`src/assert_macros.svh`:
```
// Assertion macros used by the flight phase sequencer RTL.
`ifndef ASSERT_MACROS_SVH
`define ASSERT_MACROS_SVH

// Concurrent check of a property, held off while aresetn is low.
`define FPS_ASSERT(label, prop, msg) \
    label: assert property (@(posedge aclk) disable iff (!aresetn) (prop)) else $error(msg);

// Concurrent implication check, same clocking and reset.
`define FPS_ASSERT_IMP(label, ante, cons, msg) \
    label: assert property (@(posedge aclk) disable iff (!aresetn) (ante) |-> (cons)) \
        else $error(msg);

`endif

```
`src/fps_pkg.sv`:
```
// Types and constants of the flight phase sequencer.
`default_nettype none

package fps_pkg;

    localparam int ALT_W  = 21;
    localparam int ACC_W  = 16;
    localparam int OFF_W  = 17;
    localparam int TIM_W  = 16;
    localparam int GAIN_W = 16;
    localparam int VEL_W  = 32;
    localparam int STEP_W = 18;
    localparam int PH_W   = 3;
    localparam int THR_W  = ALT_W + 2;

    // Phase codes
    localparam logic [PH_W-1:0] PH_START    = 3'd0;
    localparam logic [PH_W-1:0] PH_ASCEND   = 3'd1;
    localparam logic [PH_W-1:0] PH_FREEFALL = 3'd2;
    localparam logic [PH_W-1:0] PH_GYRO     = 3'd3;
    localparam logic [PH_W-1:0] PH_LANDING  = 3'd4;
    localparam logic [PH_W-1:0] PH_IDLE     = 3'd5;

    // Register indexes (byte address = 4 * index)
    localparam int REG_IDX_W = 3;
    localparam logic [REG_IDX_W-1:0] REG_GROUND   = 3'd0;
    localparam logic [REG_IDX_W-1:0] REG_ASCEND   = 3'd1;
    localparam logic [REG_IDX_W-1:0] REG_DROP     = 3'd2;
    localparam logic [REG_IDX_W-1:0] REG_GYRO     = 3'd3;
    localparam logic [REG_IDX_W-1:0] REG_IMPACT   = 3'd4;
    localparam logic [REG_IDX_W-1:0] REG_LAND     = 3'd5;
    localparam logic [REG_IDX_W-1:0] REG_FF_TMO   = 3'd6;
    localparam logic [REG_IDX_W-1:0] REG_VEL_GAIN = 3'd7;

    // Velocity thresholds in mm/s
    localparam logic signed [VEL_W-1:0] VEL_ASCEND_MIN = 32'sd80;
    localparam logic signed [VEL_W-1:0] VEL_REST_LIM   = 32'sd500;

    typedef struct packed {
        logic signed [ALT_W-1:0] ground_altitude;
        logic [OFF_W-1:0]        ascend_offset;
        logic [OFF_W-1:0]        drop_offset;
        logic [OFF_W-1:0]        gyro_offset;
        logic [OFF_W-1:0]        impact_offset;
        logic [OFF_W-1:0]        land_offset;
        logic [TIM_W-1:0]        freefall_timeout;
        logic [GAIN_W-1:0]       velocity_gain;
    } fps_cfg_t;

    // Altitude compares against the configured thresholds
    typedef struct packed {
        logic above_ascend;
        logic above_drop;
        logic below_gyro;
        logic below_impact;
        logic below_land;
    } fps_flags_t;

    typedef struct packed {
        logic signed [ALT_W-1:0] peak_altitude;
        logic signed [VEL_W-1:0] vertical_velocity;
        logic                    release_pulse;
        logic                    phase_changed;
        logic [PH_W-1:0]         phase;
    } fps_result_t;

endpackage

`default_nettype wire

```
`src/fps_cfg_regs.sv`:
```
// APB configuration register bank of the flight phase sequencer.
`default_nettype none

module fps_cfg_regs (
    input  wire logic            aclk,
    input  wire logic            aresetn,
    input  wire logic            psel,
    input  wire logic            penable,
    input  wire logic            pwrite,
    input  wire logic [4:0]      paddr,
    input  wire logic [31:0]     pwdata,
    output logic      [31:0]     prdata,
    output logic                 pready,
    output fps_pkg::fps_cfg_t    cfg
);
    import fps_pkg::*;

    fps_cfg_t               cfg_reg;
    fps_cfg_t               cfg_next;
    logic                   wr_en;
    logic [REG_IDX_W-1:0]   reg_idx;

    assign pready  = 1'b1;
    assign wr_en   = psel && penable && pwrite;
    assign reg_idx = paddr[4:2];
    assign cfg     = cfg_reg;

    // Write decode
    always_comb begin
        cfg_next = cfg_reg;
        if (wr_en) begin
            unique case (reg_idx)
                REG_GROUND:   cfg_next.ground_altitude  = $signed(pwdata[ALT_W-1:0]);
                REG_ASCEND:   cfg_next.ascend_offset    = pwdata[OFF_W-1:0];
                REG_DROP:     cfg_next.drop_offset      = pwdata[OFF_W-1:0];
                REG_GYRO:     cfg_next.gyro_offset      = pwdata[OFF_W-1:0];
                REG_IMPACT:   cfg_next.impact_offset    = pwdata[OFF_W-1:0];
                REG_LAND:     cfg_next.land_offset      = pwdata[OFF_W-1:0];
                REG_FF_TMO:   cfg_next.freefall_timeout = pwdata[TIM_W-1:0];
                REG_VEL_GAIN: cfg_next.velocity_gain    = pwdata[GAIN_W-1:0];
                default:      cfg_next = cfg_reg;
            endcase
        end
    end

    always_ff @(posedge aclk) begin
        if (!aresetn) begin
            cfg_reg.ground_altitude  <= '0;
            cfg_reg.ascend_offset    <= 17'd200;
            cfg_reg.drop_offset      <= 17'd39500;
            cfg_reg.gyro_offset      <= 17'd25500;
            cfg_reg.impact_offset    <= 17'd1000;
            cfg_reg.land_offset      <= 17'd200;
            cfg_reg.freefall_timeout <= 16'd60;
            cfg_reg.velocity_gain    <= 16'd31360;
        end else begin
            cfg_reg <= cfg_next;
        end
    end

    // Read mux, raw register bits zero-extended
    always_comb begin
        unique case (reg_idx)
            REG_GROUND:   prdata = {11'b0, cfg_reg.ground_altitude};
            REG_ASCEND:   prdata = {15'b0, cfg_reg.ascend_offset};
            REG_DROP:     prdata = {15'b0, cfg_reg.drop_offset};
            REG_GYRO:     prdata = {15'b0, cfg_reg.gyro_offset};
            REG_IMPACT:   prdata = {15'b0, cfg_reg.impact_offset};
            REG_LAND:     prdata = {15'b0, cfg_reg.land_offset};
            REG_FF_TMO:   prdata = {16'b0, cfg_reg.freefall_timeout};
            REG_VEL_GAIN: prdata = {16'b0, cfg_reg.velocity_gain};
            default:      prdata = '0;
        endcase
    end

endmodule

`default_nettype wire

```
`src/fps_phase_ctrl.sv`:
```
// Velocity accumulator, phase state machine and result register.
`default_nettype none

module fps_phase_ctrl #(
    parameter int IDLE_HOLD_SAMPLES = 50
) (
    input  wire logic                               aclk,
    input  wire logic                               aresetn,
    input  wire logic                               en,
    input  wire logic signed [fps_pkg::ALT_W-1:0]   alt,
    input  wire logic signed [fps_pkg::STEP_W-1:0]  step,
    input  wire fps_pkg::fps_flags_t                flags,
    input  wire logic [fps_pkg::TIM_W-1:0]          freefall_timeout,
    output fps_pkg::fps_result_t                    result
);
    import fps_pkg::*;

    localparam logic [TIM_W-1:0] IDLE_HOLD = TIM_W'(IDLE_HOLD_SAMPLES);
    localparam logic [TIM_W-1:0] TIM_MAX   = '1;

    logic [PH_W-1:0]         phase_reg,   phase_next;
    logic signed [VEL_W-1:0] vel_reg,     vel_next;
    logic signed [ALT_W-1:0] run_peak_reg, run_peak_next;
    logic signed [ALT_W-1:0] lat_peak_reg, lat_peak_next;
    logic [TIM_W-1:0]        timer_reg,   timer_next;
    logic                    release_next;
    fps_result_t             result_reg;

    logic signed [VEL_W:0]   vel_sum;
    logic [TIM_W-1:0]        timer_inc;

    // Saturating velocity integration
    always_comb begin
        vel_sum = {vel_reg[VEL_W-1], vel_reg} + (VEL_W+1)'(step);
        if (vel_sum[VEL_W] != vel_sum[VEL_W-1]) begin
            vel_next = vel_sum[VEL_W] ? {1'b1, {(VEL_W-1){1'b0}}} : {1'b0, {(VEL_W-1){1'b1}}};
        end else begin
            vel_next = vel_sum[VEL_W-1:0];
        end
    end

    assign timer_inc = (timer_reg == TIM_MAX) ? timer_reg : timer_reg + 1'b1;

    // Phase transitions, using the updated velocity
    always_comb begin
        phase_next    = phase_reg;
        run_peak_next = run_peak_reg;
        lat_peak_next = lat_peak_reg;
        timer_next    = timer_reg;
        release_next  = 1'b0;
        unique case (phase_reg)
            PH_ASCEND: begin
                if (alt > run_peak_reg) run_peak_next = alt;
                if (flags.above_drop && vel_next[VEL_W-1]) begin
                    phase_next    = PH_FREEFALL;
                    lat_peak_next = (alt > run_peak_reg) ? alt : run_peak_reg;
                    run_peak_next = '0;
                    timer_next    = '0;
                end
            end
            PH_FREEFALL: begin
                timer_next = timer_inc;
                if (flags.below_gyro || timer_inc > freefall_timeout) begin
                    phase_next   = PH_GYRO;
                    release_next = 1'b1;
                    timer_next   = '0;
                end
            end
            PH_GYRO: begin
                if (flags.below_impact) phase_next = PH_LANDING;
            end
            PH_LANDING: begin
                if (flags.below_land && vel_next > -VEL_REST_LIM
                        && vel_next < VEL_REST_LIM) begin
                    phase_next = PH_IDLE;
                    timer_next = '0;
                end
            end
            PH_IDLE: begin
                timer_next = timer_inc;
                if (timer_inc >= IDLE_HOLD) begin
                    phase_next = PH_START;
                    timer_next = '0;
                end
            end
            default: begin
                // start, and the two unused codes
                if (vel_next >= VEL_ASCEND_MIN && flags.above_ascend) phase_next = PH_ASCEND;
            end
        endcase
    end

    // State registers
    always_ff @(posedge aclk) begin
        if (!aresetn) begin
            phase_reg    <= PH_START;
            vel_reg      <= '0;
            run_peak_reg <= '0;
            lat_peak_reg <= '0;
            timer_reg    <= '0;
        end else if (en) begin
            phase_reg    <= phase_next;
            vel_reg      <= vel_next;
            run_peak_reg <= run_peak_next;
            lat_peak_reg <= lat_peak_next;
            timer_reg    <= timer_next;
        end
    end

    // Result register, payload only
    always_ff @(posedge aclk) begin
        if (en) begin
            result_reg.phase             <= phase_next;
            result_reg.phase_changed     <= (phase_next != phase_reg);
            result_reg.release_pulse     <= release_next;
            result_reg.vertical_velocity <= vel_next;
            result_reg.peak_altitude     <= lat_peak_next;
        end
    end

    assign result = result_reg;

`include "assert_macros.svh"

    `FPS_ASSERT_IMP(a_release_enters_gyro, en && release_next, phase_reg == PH_FREEFALL && phase_next == PH_GYRO, "release outside free fall exit")
    `FPS_ASSERT_IMP(a_idle_timer_bound, phase_reg == PH_IDLE, timer_reg < IDLE_HOLD, "idle hold counter overran")
    `FPS_ASSERT_IMP(a_peak_latch_source, $past(aresetn) && !$stable(lat_peak_reg), $past(phase_reg) == PH_ASCEND, "peak latched outside ascent")

endmodule

`default_nettype wire

```
`src/flight_phase_sequencer.sv`:
```
// Flight phase sequencer top level: sample pipeline, config port and result channel.
//
// One transfer on s_ carries one sensor sample (altitude in cm, raw vertical
// acceleration); each sample yields exactly one result transfer on m_ carrying
// the phase after the sample, transition and release flags, the integrated
// vertical velocity in mm/s and the latched peak altitude.
// Pipeline: input register, gain multiply plus threshold compares, then the
// velocity accumulator and phase logic feeding the result register. m_tvalid
// rises once a sample has passed the input, stage 2 and result registers; one
// sample per cycle sustained while m_tready stays high.
// Each stage moves on whenever the stage after it is empty or moving, so a
// stalled receiver only holds the stages that are full; s_tready drops once
// all three are occupied and m_tready is low. No result is dropped or repeated.
// Reset (aresetn low, synchronous) empties the pipeline, returns the phase to start,
// clears velocity, peaks and timer, and loads the default thresholds. The user must
// write registers over the APB port only while no sample is in flight (unenforced).
`default_nettype none

module flight_phase_sequencer #(
    parameter int ONE_G_COUNTS      = 2048,
    parameter int IDLE_HOLD_SAMPLES = 50
) (
    input  wire logic         aclk,
    input  wire logic         aresetn,
    // s_tdata: [20:0] altitude_cm, [36:21] accel_vertical, [39:37] zero
    input  wire logic         s_tvalid,
    output logic              s_tready,
    input  wire logic [39:0]  s_tdata,
    // m_tdata: [2:0] phase, [3] phase_changed, [4] release_pulse,
    //          [36:5] vertical_velocity, [57:37] peak_altitude, [63:58] zero
    output logic              m_tvalid,
    input  wire logic         m_tready,
    output logic [63:0]       m_tdata,
    input  wire logic         psel,
    input  wire logic         penable,
    input  wire logic         pwrite,
    input  wire logic [4:0]   paddr,
    input  wire logic [31:0]  pwdata,
    output logic [31:0]       prdata,
    output logic              pready
);
    import fps_pkg::*;

    localparam int DIFF_W = ACC_W + 1;
    localparam int PROD_W = 2 * DIFF_W;
    localparam logic signed [DIFF_W-1:0] ONE_G = DIFF_W'(ONE_G_COUNTS);
    localparam logic signed [PROD_W-1:0] HALF_LSB = PROD_W'(32768);

    fps_cfg_t    cfg;
    fps_flags_t  flags_next;
    fps_flags_t  s2_flags_reg;
    fps_result_t result;

    logic en1, en2, en3;
    logic s1_valid_reg, s2_valid_reg, out_valid_reg;

    logic signed [ALT_W-1:0]  s1_alt_reg,   s2_alt_reg;
    logic signed [ACC_W-1:0]  s1_accel_reg;
    logic signed [STEP_W-1:0] s2_step_reg,  step_next;

    logic signed [DIFF_W-1:0] diff;
    logic signed [PROD_W-1:0] prod;
    logic signed [PROD_W-1:0] prod_rnd;
    logic signed [THR_W-1:0]  alt_x;
    logic signed [THR_W-1:0]  ground_x;
    logic signed [THR_W-1:0]  thr_ascend, thr_drop, thr_gyro, thr_impact, thr_land;

    // Stage enables: a stage loads when it is empty or its content moves on
    assign en3      = !out_valid_reg || m_tready;
    assign en2      = !s2_valid_reg  || en3;
    assign en1      = !s1_valid_reg  || en2;
    assign s_tready = en1;

    always_ff @(posedge aclk) begin
        if (!aresetn) begin
            s1_valid_reg  <= 1'b0;
            s2_valid_reg  <= 1'b0;
            out_valid_reg <= 1'b0;
        end else begin
            if (en1) s1_valid_reg  <= s_tvalid;
            if (en2) s2_valid_reg  <= s1_valid_reg;
            if (en3) out_valid_reg <= s2_valid_reg;
        end
    end

    // Stage 1: input register
    always_ff @(posedge aclk) begin
        if (en1 && s_tvalid) begin
            s1_alt_reg   <= $signed(s_tdata[ALT_W-1:0]);
            s1_accel_reg <= $signed(s_tdata[ALT_W+ACC_W-1:ALT_W]);
        end
    end

    // Velocity step: round half up of (1g - accel) * gain in Q16
    always_comb begin
        diff      = ONE_G - DIFF_W'(s1_accel_reg);
        prod      = PROD_W'(diff) * $signed({{(PROD_W-GAIN_W){1'b0}}, cfg.velocity_gain});
        prod_rnd  = prod + HALF_LSB;
        step_next = prod_rnd[PROD_W-1:16];
    end

    // Altitude against ground plus offsets, formed wide enough not to wrap
    always_comb begin
        alt_x      = THR_W'(s1_alt_reg);
        ground_x   = THR_W'(cfg.ground_altitude);
        thr_ascend = ground_x + $signed({6'b0, cfg.ascend_offset});
        thr_drop   = ground_x + $signed({6'b0, cfg.drop_offset});
        thr_gyro   = ground_x + $signed({6'b0, cfg.gyro_offset});
        thr_impact = ground_x + $signed({6'b0, cfg.impact_offset});
        thr_land   = ground_x + $signed({6'b0, cfg.land_offset});
        flags_next.above_ascend = alt_x > thr_ascend;
        flags_next.above_drop   = alt_x > thr_drop;
        flags_next.below_gyro   = alt_x < thr_gyro;
        flags_next.below_impact = alt_x < thr_impact;
        flags_next.below_land   = alt_x < thr_land;
    end

    // Stage 2 register
    always_ff @(posedge aclk) begin
        if (en2 && s1_valid_reg) begin
            s2_alt_reg   <= s1_alt_reg;
            s2_step_reg  <= step_next;
            s2_flags_reg <= flags_next;
        end
    end

    fps_cfg_regs u_cfg (
        .aclk    (aclk),
        .aresetn (aresetn),
        .psel    (psel),
        .penable (penable),
        .pwrite  (pwrite),
        .paddr   (paddr),
        .pwdata  (pwdata),
        .prdata  (prdata),
        .pready  (pready),
        .cfg     (cfg)
    );

    // Stage 3: state update and result register
    fps_phase_ctrl #(
        .IDLE_HOLD_SAMPLES (IDLE_HOLD_SAMPLES)
    ) u_phase (
        .aclk             (aclk),
        .aresetn          (aresetn),
        .en               (en3 && s2_valid_reg),
        .alt              (s2_alt_reg),
        .step             (s2_step_reg),
        .flags            (s2_flags_reg),
        .freefall_timeout (cfg.freefall_timeout),
        .result           (result)
    );

    assign m_tvalid = out_valid_reg;
    assign m_tdata  = {6'b0, result.peak_altitude, result.vertical_velocity,
                       result.release_pulse, result.phase_changed, result.phase};

endmodule

`default_nettype wire
```
`config.mk`:
```
export PLATFORM = sky130hd
export DESIGN_NAME = flight_phase_sequencer
export DESIGN_NICKNAME = d
export VERILOG_FILES = /design/src/fps_pkg.sv /design/src/fps_cfg_regs.sv /design/src/fps_phase_ctrl.sv /design/src/flight_phase_sequencer.sv
export VERILOG_INCLUDE_DIRS = /design/src /design/src/src
export SDC_FILE = /design/constraint.sdc
export NUM_CORES = 2
export LEC_CHECK = 0
export BUFFER_PORTS_ARGS = -buffer_cell sky130_fd_sc_hd__buf_4
export CORE_MARGIN = 5
export CORE_UTILIZATION = 64
export DETAILED_ROUTE_END_ITERATION = 6
export PLACE_DENSITY = 0.83
export SLEW_MARGIN = 20
export SYNTH_ARGS = -nofsm -noshare
export SYNTH_HDL_FRONTEND = slang
export SYNTH_HIERARCHICAL = 1
export SYNTH_SLANG_ARGS = --single-unit
```
`constraint.sdc`:
```
create_clock -name aclk -period 11.1 [get_ports aclk]
set_input_delay 0.555 -clock aclk [delete_from_list [all_inputs] [get_ports aclk]]
set_output_delay 0.555 -clock aclk [all_outputs]
set_load 0.02 [all_outputs]
```
==> out/metrics.cfg <==
[status]
status=completed

[critical_path]
cp-start-kind=flop
r2r-end=s2_step_reg[14]
critPathLaunch=s1_accel_reg[3]
path_max_fanout=16
slowest_delay_ps=620
reg2regPathDepth=29
path_class=reg -> reg
cp_common_cell=fa_1
critical_path_arrival_ps=8620
slowest_stage=fa_1
r2r_setup_slack_ps=2820
endpoint=s2_step_reg[14]
timing.rr.start=s1_accel_reg[3]
endpoint_kind=flop
worst_ep_required_time_ps=11430

[synthesis]
yosysWarnings=6
ys_async_sr_fraction_pct=0
synth_area_per_cell_um2=8.902
synth_ff_type=dfxtp_1
synth_edf_count=139
ys_types=106
netlist_instances=4065
synthesis.area_um2=36190
ys_ff_latch=373
ys_seq_area_share_pct=24.48

[final_layout]
area_growth_pct=7.748
fill_cells=4514
layout.nets=4817
final_area_um2=38990
drive_gt1_share_pct=7.925
largest_reg_flops=138
diodes=0
layout.cells.non_filler=4882

[sta]
fmax_ghz=0.1207
post-route-min-period_ps=8283
finalClockSkew_ps=8.879
slew_headroom_pct=23.99
drv_slew=0
setup_viol=0
fin_crit_sh_pct=74.62
rsz0062_at_grt=no
final_hold_viol_count=0
worst_pin_slew_ps=1140
hold_ws_ps=138.8
finalSetupTns_ps=0

[die]
boundaryPins=183
coreArea_um2=56170
initial_core_util_pct=64.43
die_y_um=247.8
std_cell_rows=87
die_width_um=247.8
die_area_um2=61400

[power]
cellPowerDensity_nw_per_um2=210.6
ir_worst_vdd_uv=198.2
power_w=0.008213
p_leak_nw=17.85

[cts]
clkLatencyLatePin_ps=590
postCtsSetupRepairBufs=0
clock_path_buffers=3
cts-root-buf=clkbuf_16
postCtsResizedCells=0
cts_hold_buf=0
htree_levels=2
cts_sinks=373
cts_tree=yes
numCtsBuffers=42
clk_pin_slew_worst_paths_ps=60

[global_route]
first_global_vias=28610
grtUsageTotal_pct=31.11
grt_pass1_wl_mm=152.7
grt_max_degree=91
gr-total-overflow=0
antenna_found_initial=0

[placement]
post_dp_cell_area_um2=37500
place_inst=4805
dp_hpwl_mm=72.67
portBuffers=148
gp_congestion=1.036

[hold_path]
min_path_type=in -> reg

[detailed_routing]
via_per_inst=6.022
first_pass_iters=6
antenna_left=0
finalWirelength_mm=96.33
dr_total_vias=29400
drtIter0Drc=2776
drc=0
routedWlPerCell_um=19.73

[run]
max_cap_viol_count=0

[cell usage after synthesis (36+ instances only)]
cell type	instances	area [um2]
nand2b_1	46	287.8
buf_2	52	260.3
a21boi_1	55	412.9
nand2_1	475	1783
o21a_1	44	330.3
a21oi_1	180	900.9
nor2b_1	79	494.2
nand3_1	104	520.5
a21o_1	67	503.0
nand4_1	39	244.0
edfxtp_1	139	4174
fa_1	278	5565
xnor2_1	78	683.2
clkbuf_1	102	382.9
inv_1	487	1828
o21ai_0	138	690.7
a21boi_0	53	397.9
and2_1	187	1170
nor3_1	36	180.2
ha_1	362	4529
dfxtp_1	234	4684
nor2_1	171	641.9
xor2_1	78	683.2
mux2i_1	47	470.5
[critical path: cells and delay by family (launching register included)]
kind,cells,cell delay [ps]
adders and majority gates,7,3550
and+or+nand+nor,7,1770
AOI/OAI and AO/OA,9,1660
buffers and inverters,5,480
DFF,1,440
xor gates and xnor gates,1,140
[where the power goes]
group / switching (W) / leakage, nW / internal [W]
clock network: 0.000609 / 0.719 / 0.000878
logic: 0.00294 / 13.9 / 0.00192
registers: 0.0000907 / 3.23 / 0.00177
[per-stage QoR]
step	util (%)	worst slack, ps
detailed placement	66.76	2806
global route	69.42	2274
finish	69.42	2817
floorplan	-	3260
global placement	66.75	2913
CTS	69.42	2809
[worst min-delay path by stage]
stage	start	end	slack, ps	cells after the start
floorplan	u_cfg/cfg[135]	u_cfg/cfg[135]	440	2
global placement	u_cfg/cfg[109]	u_cfg/cfg[109]	460	2
detailed placement	u_cfg/cfg[113]	u_cfg/cfg[113]	470	2
CTS	s_tdata[19]	s1_alt_reg[19]	110	1
global route	s_tdata[16]	s1_alt_reg[16]	120	1
finish	s_tdata[19]	s1_alt_reg[19]	140	1
[final cells by class]
type | instances | area [um2] | share of cell area [%]
Sequential cell | 373 | 8859 | 22.72
Inverter | 487 | 1828 | 4.688
Timing Repair Buffer | 174 | 1310 | 3.360
Multi-Input combinational cell | 3015 | 24550 | 62.98
Clock inverter | 18 | 224.0 | 0.5744
Tap cell | 756 | 945.9 | 2.426
Clock buffer | 59 | 1270 | 3.257
[layout by cell type (no fill, tap or decap), types with 55 or more instances in the layout]
cell / instances
o21ai_0: 138
a21o_1: 67
and2_1: 187
dfxtp_1: 234
nor2b_1: 77
ha_1: 362
nand2_1: 475
xnor2_1: 76
buf_4: 173
inv_1: 487
a21oi_1: 180
nor2_1: 171
nand3_1: 104
edfxtp_1: 139
xor2_1: 78
a21boi_1: 55
fa_1: 278
[per-layer routing]
layer	up-vias	part of all wire (%)	global-route usage, %
met5	-	0	0
met3	188	11	6.871
li1	13800	-	-
met1	14060	41	43.66
met2	1353	44	48.90
met4	0	3.1	8.894
[kinds of logic (layout without fill, tap and decap cells)]
kind of cell	Yosys count	count (layout)	synth area share, %
and+or+nand+nor	1295	1295	18.09
AOI/OAI and AO/OA	846	846	16.07
buffers and inverters	692	738	7.963
adders and majority gates	646	646	28.06
DFF	373	373	24.48
xor gates and xnor gates	156	156	3.776
muxes	54	54	1.525
other	3	18	0.03112
No activity file was read; power rests on OpenSTA's default activity.
